--- src/design/lgge_pkg.sv ---
package lgge_pkg;

  // Grid geometry
  localparam int MAX_WIDTH  = 128;
  localparam int MAX_HEIGHT = 128;
  localparam int COL_W      = $clog2(MAX_WIDTH);
  localparam int ROW_W      = $clog2(MAX_HEIGHT);
  localparam int ADDR_W     = ROW_W + COL_W;
  localparam int CELL_COUNT = MAX_WIDTH * MAX_HEIGHT;
  // Size registers and scan counters (must hold the maximum itself)
  localparam int DIM_W      = 8;

  // B3/S23 rule
  localparam logic [3:0] BIRTH_COUNT = 4'd3;
  localparam logic [3:0] SURVIVE_LOW = 4'd2;

  // Request codes
  localparam logic [1:0] REQ_SET  = 2'd0;
  localparam logic [1:0] REQ_STEP = 2'd1;
  localparam logic [1:0] REQ_READ = 2'd2;

  // Register indexes
  localparam logic CFG_WIDTH  = 1'b0;
  localparam logic CFG_HEIGHT = 1'b1;

  typedef enum logic [2:0] {
    ST_CLEAR,
    ST_IDLE,
    ST_READ,
    ST_SCAN,
    ST_DRAIN
  } state_t;

  // One scan position issued to the generation pipeline
  typedef struct packed {
    logic             valid;
    logic [DIM_W-1:0] row;
    logic [DIM_W-1:0] col;
    logic             in_row;
    logic             in_col;
  } scan_t;

  // Cell write of the new generation
  typedef struct packed {
    logic              en;
    logic [ADDR_W-1:0] addr;
    logic              data;
  } cell_wr_t;

endpackage

--- src/design/lgge_window.sv ---
module lgge_window
  import lgge_pkg::*;
(
  input  logic     clk,
  input  logic     rst,
  input  scan_t    scan,
  input  logic     src_bit,
  output cell_wr_t wr,
  output logic     busy
);

  // Line buffer: bit 0 holds the previous row, bit 1 the row before it
  logic [1:0] lbuf [MAX_WIDTH];
  logic [1:0] lbuf_q;

  scan_t      scan1;
  scan_t      scan2;
  logic [2:0] win_l;
  logic [2:0] win_c;
  logic [2:0] win_r;

  logic       x_cur;
  logic       x_up1;
  logic       x_up2;
  logic [2:0] col_vec;

  logic [3:0]       ncount;
  logic [8:0]       win_bits;
  logic             center;
  logic [DIM_W-1:0] out_row;
  logic [DIM_W-1:0] out_col;

  // Line buffer memory, read at issue, written in stage 1
  always_ff @(posedge clk) begin
    lbuf_q <= lbuf[scan.col[COL_W-1:0]];
    if (scan1.valid && scan1.in_col) begin
      lbuf[scan1.col[COL_W-1:0]] <= {lbuf_q[0], x_cur};
    end
  end

  // Stage 1: column of three cells, rows outside the grid read dead
  always_comb begin
    x_cur   = src_bit & scan1.in_row;
    x_up1   = lbuf_q[0] & (scan1.row != '0);
    x_up2   = lbuf_q[1] & (scan1.row > DIM_W'(1));
    col_vec = scan1.in_col ? {x_up2, x_up1, x_cur} : 3'b000;
  end

  // Pipeline control
  always_ff @(posedge clk) begin
    if (rst) begin
      scan1.valid <= 1'b0;
      scan2.valid <= 1'b0;
    end else begin
      scan1.valid <= scan.valid;
      scan2.valid <= scan1.valid;
    end
  end

  // Pipeline payload and 3x3 window; a new row starts with dead columns
  always_ff @(posedge clk) begin
    scan1.row    <= scan.row;
    scan1.col    <= scan.col;
    scan1.in_row <= scan.in_row;
    scan1.in_col <= scan.in_col;
    scan2.row    <= scan1.row;
    scan2.col    <= scan1.col;
    scan2.in_row <= scan1.in_row;
    scan2.in_col <= scan1.in_col;
    if (scan1.valid) begin
      if (scan1.col == '0) begin
        win_l <= 3'b000;
        win_c <= 3'b000;
      end else begin
        win_l <= win_c;
        win_c <= win_r;
      end
      win_r <= col_vec;
    end
  end

  // Stage 2: rule for the cell centered in the window
  always_comb begin
    win_bits = {win_l, win_c, win_r};
    center   = win_c[1];
    ncount   = 4'd0;
    for (int k = 0; k < 9; k++) begin
      ncount = ncount + {3'b000, win_bits[k]};
    end
    ncount  = ncount - {3'b000, center};
    out_row = scan2.row - DIM_W'(1);
    out_col = scan2.col - DIM_W'(1);
    wr.en   = scan2.valid && (scan2.row != '0) && (scan2.col != '0);
    wr.addr = {out_row[ROW_W-1:0], out_col[COL_W-1:0]};
    wr.data = (ncount == BIRTH_COUNT) || (center && (ncount == SURVIVE_LOW));
  end

  assign busy = scan1.valid | scan2.valid;

endmodule

--- config.mk ---
export PLATFORM = sky130hd
export DESIGN_NAME = lgge_window
export DESIGN_NICKNAME = d
export VERILOG_FILES = /design/src/design/lgge_pkg.sv /design/src/design/lgge_window.sv
export SDC_FILE = /design/constraint.sdc
export NUM_CORES = 1
export LEC_CHECK = 0
export ABC_CLOCK_PERIOD_IN_PS = 5400
export BUFFER_PORTS_ARGS = -buffer_cell sky130_fd_sc_hd__buf_2
export CAP_MARGIN = 30
export CELL_PAD_IN_SITES_DETAIL_PLACEMENT = 1
export CELL_PAD_IN_SITES_GLOBAL_PLACEMENT = 1
export CORE_MARGIN = 2
export CORE_UTILIZATION = 57
export DETAILED_ROUTE_END_ITERATION = 10
export GPL_TIMING_DRIVEN = 0
export PLACE_DENSITY = 0.92
export SETUP_SLACK_MARGIN = 0.15
export SLEW_MARGIN = 0
export SYNTH_ARGS = -nofsm -noshare
export SYNTH_HDL_FRONTEND = slang
export SYNTH_SLANG_ARGS = --single-unit
--- constraint.sdc ---
create_clock -name clk -period 5.4 [get_ports clk]
set_input_delay 0.54 -clock clk [delete_from_list [all_inputs] [get_ports clk]]
set_output_delay 0.54 -clock clk [all_outputs]
set_load 0.005 [all_outputs]
==> flow_metrics.tcl <==
set metrics [dict create \
    initial_core_util_pct 58.10 \
    rsz0062_at_grt "false" \
    antenna_found_initial 1 \
    cts.sinks 303 \
    io-pin-count 39 \
    die_w_um 150.4 \
    htree_levels 1 \
    ant_nets 0 \
    synth_top_area_share_pct 65.15 \
    fp.dieArea_um2 22620 \
    final.setup_skew_ns 0.01935 \
    synthCells 739 \
    outcome "complete, no violations" \
    path_clk_slew_ns 0.07 \
    cap_violations 0 \
    io_buffers 38 \
    hold_viol_final 0 \
    reg2reg_slack_ns 2.32 \
    ys_async_sr_fraction_pct 0 \
    hold_depth 1 \
    final_cell_mix "edfxtp_1 (265), nor2_1 (140), mux4_2 (47)" \
    holdBufCountCts 0 \
    place_hpwl_um 21110 \
    synth-seq-cells 303 \
    cts_tree "built" \
    globalplace.congestion 0.8372 \
    synthTopCellsByArea "edfxtp_1 (65%), mux4_2 (8.7%), dfxtp_1 (6.2%), nor2_1 (4.3%), mux2i_1 (2.6%)" \
    yosysUniqueCellTypes 39 \
    wl_met2_um 17450 \
    max_freq_mhz 226.3 \
    critical_path_required_ns 4.86 \
    mappedNetlistArea_um2 12210 \
    highest_layer "met4" \
    cts_resized 0 \
    syn_area_per_cell_um2 16.53 \
    insertion_delay_ns 0.57 \
    grt_pass1_wl_um 51210 \
    fillCellCount 1814 \
    num_rows 53 \
    crit_type "flop to primary output" \
    worst_pin_slew_ns 1.049 \
    drive_gt1_share_pct 19.47 \
    cts_buffer_depth 3 \
    dr_wl_met3_um 2930 \
    drt-wirelength-per-cell_um 30.91 \
    layout.nets 848 \
    maxSlewHeadroom_pct 30.04 \
    grt_max_degree 85 \
    power_uw 5264 \
    grt_usage_pct 31.88 \
    regToRegEndpoint "lbuf[47][1]$_DFFE_PP_" \
    post_cts.repair.setup_buffers 0 \
    r2r-start "scan1[18]$_SDFF_PP0_" \
    via_count 7215 \
    min_to "scan1[16]$_DFF_P_" \
    seq_area_frac_synth_pct 71.38 \
    drt_first_pass_iters 7 \
    design_area_um2 13940 \
    grt_pass1_vias 7834 \
    yosysTopAreaCell "edfxtp_1" \
    core_um2 21020 \
    drv_slew 0 \
    cts_buffers 30 \
    reg2reg_depth 5 \
    area_delta_synth_final_pct 14.14 \
    crit_path_end_kind "primary output" \
    tns_ns 0 \
    hold_start "scan[16]" \
    crit_fanout 2 \
    hold_ws_ns 0.08035 \
    yosys_warnings 0 \
    drtIter0Drc 882 \
    ir_drop_mv 0.2956 \
    grt_overflow_total 0 \
    syn_nets 774 \
    min_period_over_period_pct 81.85 \
    dpl_cell_area_um2 12820 \
    hp-class "input port to flop" \
    viasPerCell 6.482 \
    die_height_um 150.4 \
    fin_crit_ns 4.420 \
    critPathArrivalTime_ns 3.88 \
    mostFrequentLayoutCell "edfxtp_1" \
    synth-edff-count 265 \
    wl_met1_um 12370 \
    power_density_nw_per_um2 377.6 \
    cp-start-kind "flop" \
    p_leak_uw 0.004906 \
    drc 0 \
    synth_flop_cell "edfxtp_1" \
    cts_root_buf "clkbuf_16" \
    setup_violations 0 \
    totalWireLength_um 34410 \
]
## report_power, final
group / leakage [µW] / switching [µW] / total (µW) / internal (µW)
combinational: 0.00145 / 192 / 311 / 119
clock: 0.000546 / 917 / 2320 / 1400
sequential: 0.00291 / 39.2 / 2630 / 2590
## synth_stat cells, types with 5 or more instances
library cell	instances
a21oi_1	9
a22oi_1	16
buf_1	5
buf_2	7
clkbuf_1	20
dfxtp_1	38
edfxtp_1	265
fa_1	6
ha_1	7
inv_1	21
mux2_2	8
mux2i_1	32
mux4_1	9
mux4_2	47
nand2_1	19
nand3_1	10
nor2_1	140
nor2b_1	12
nor3_1	12
o22ai_1	8
xnor2_1	6
xor2_1	6
## stage by stage
step / utilization, % / instances / setup WS [ns]
floorplan: - / 739 / 1.885
global placement: 60.65 / 1052 / 1.301
detailed placement: 60.99 / 1055 / 1.570
CTS: 66.23 / 1111 / 0.9628
global route: 66.32 / 1113 / 0.8312
finish: 66.32 / 1113 / 0.9801
## kinds of logic (layout without fill, tap and decap cells)
group / count (synthesis) / count (layout) / share of synthesized area, %
other cells: 0 / 1 / 0
fa+ha+maj: 13 / 13 / 1.700
mux: 96 / 96 / 13.96
flops: 303 / 303 / 71.38
simple gates: 222 / 222 / 8.052
buf+inv: 56 / 154 / 2.049
compound gates: 37 / 37 / 1.998
xor+xnor: 12 / 12 / 0.8605
## cell type report
type                    instances  area (µm²)  share of cell area [%]
inverters                      21       78.83                  0.5654
clock inverters                14       201.4                   1.445
clock buffers                  42       900.9                   6.462
flip-flops and latches        303        8722                   62.56
diodes                          1       2.502                 0.01795
repair buffers                 42       271.5                   1.948
well taps                     275       344.1                   2.468
plain buffers                  35       171.4                   1.230
multi-input cells             380        3248                   23.30
## routing by layer
layer	vias up	GRT usage [%]
met5	-	0
met4	0	14.58
met3	124	7.667
met2	433	53.52
met1	3685	39.46
li1	2973	-
## how the worst max path moves through the flow
stage | start | end
finish | win_c[0]$_SDFFCE_PN0P_ | wr[0]
global route | win_c[0]$_SDFFCE_PN0P_ | wr[0]
CTS | win_c[0]$_SDFFCE_PN0P_ | wr[0]
detailed placement | win_c[0]$_SDFFCE_PN0P_ | wr[0]
global placement | src_bit | lbuf[38][0]$_DFFE_PP_
floorplan | win_c[0]$_SDFFCE_PN0P_ | wr[0]
## worst max-delay path, stage by stage, from the launching register on
cell      delay [ns]
edfxtp_1        0.44
fa_1            0.52
fa_1            0.51
inv_1           0.06
fa_1            0.48
inv_1           0.05
fa_1            0.40
inv_1           0.09
fa_1            0.19
xor2_1          0.17
o21ai_0         0.13
nor3_1          0.16
buf_2           0.14
## state kept, by name, summed over array words and instances, names as in the netlist
name    flops
lbuf      256
lbuf_q      2
scan1      19
scan2      17
win_c       3
win_l       3
win_r       3
Power figures use the tool's default switching activity.
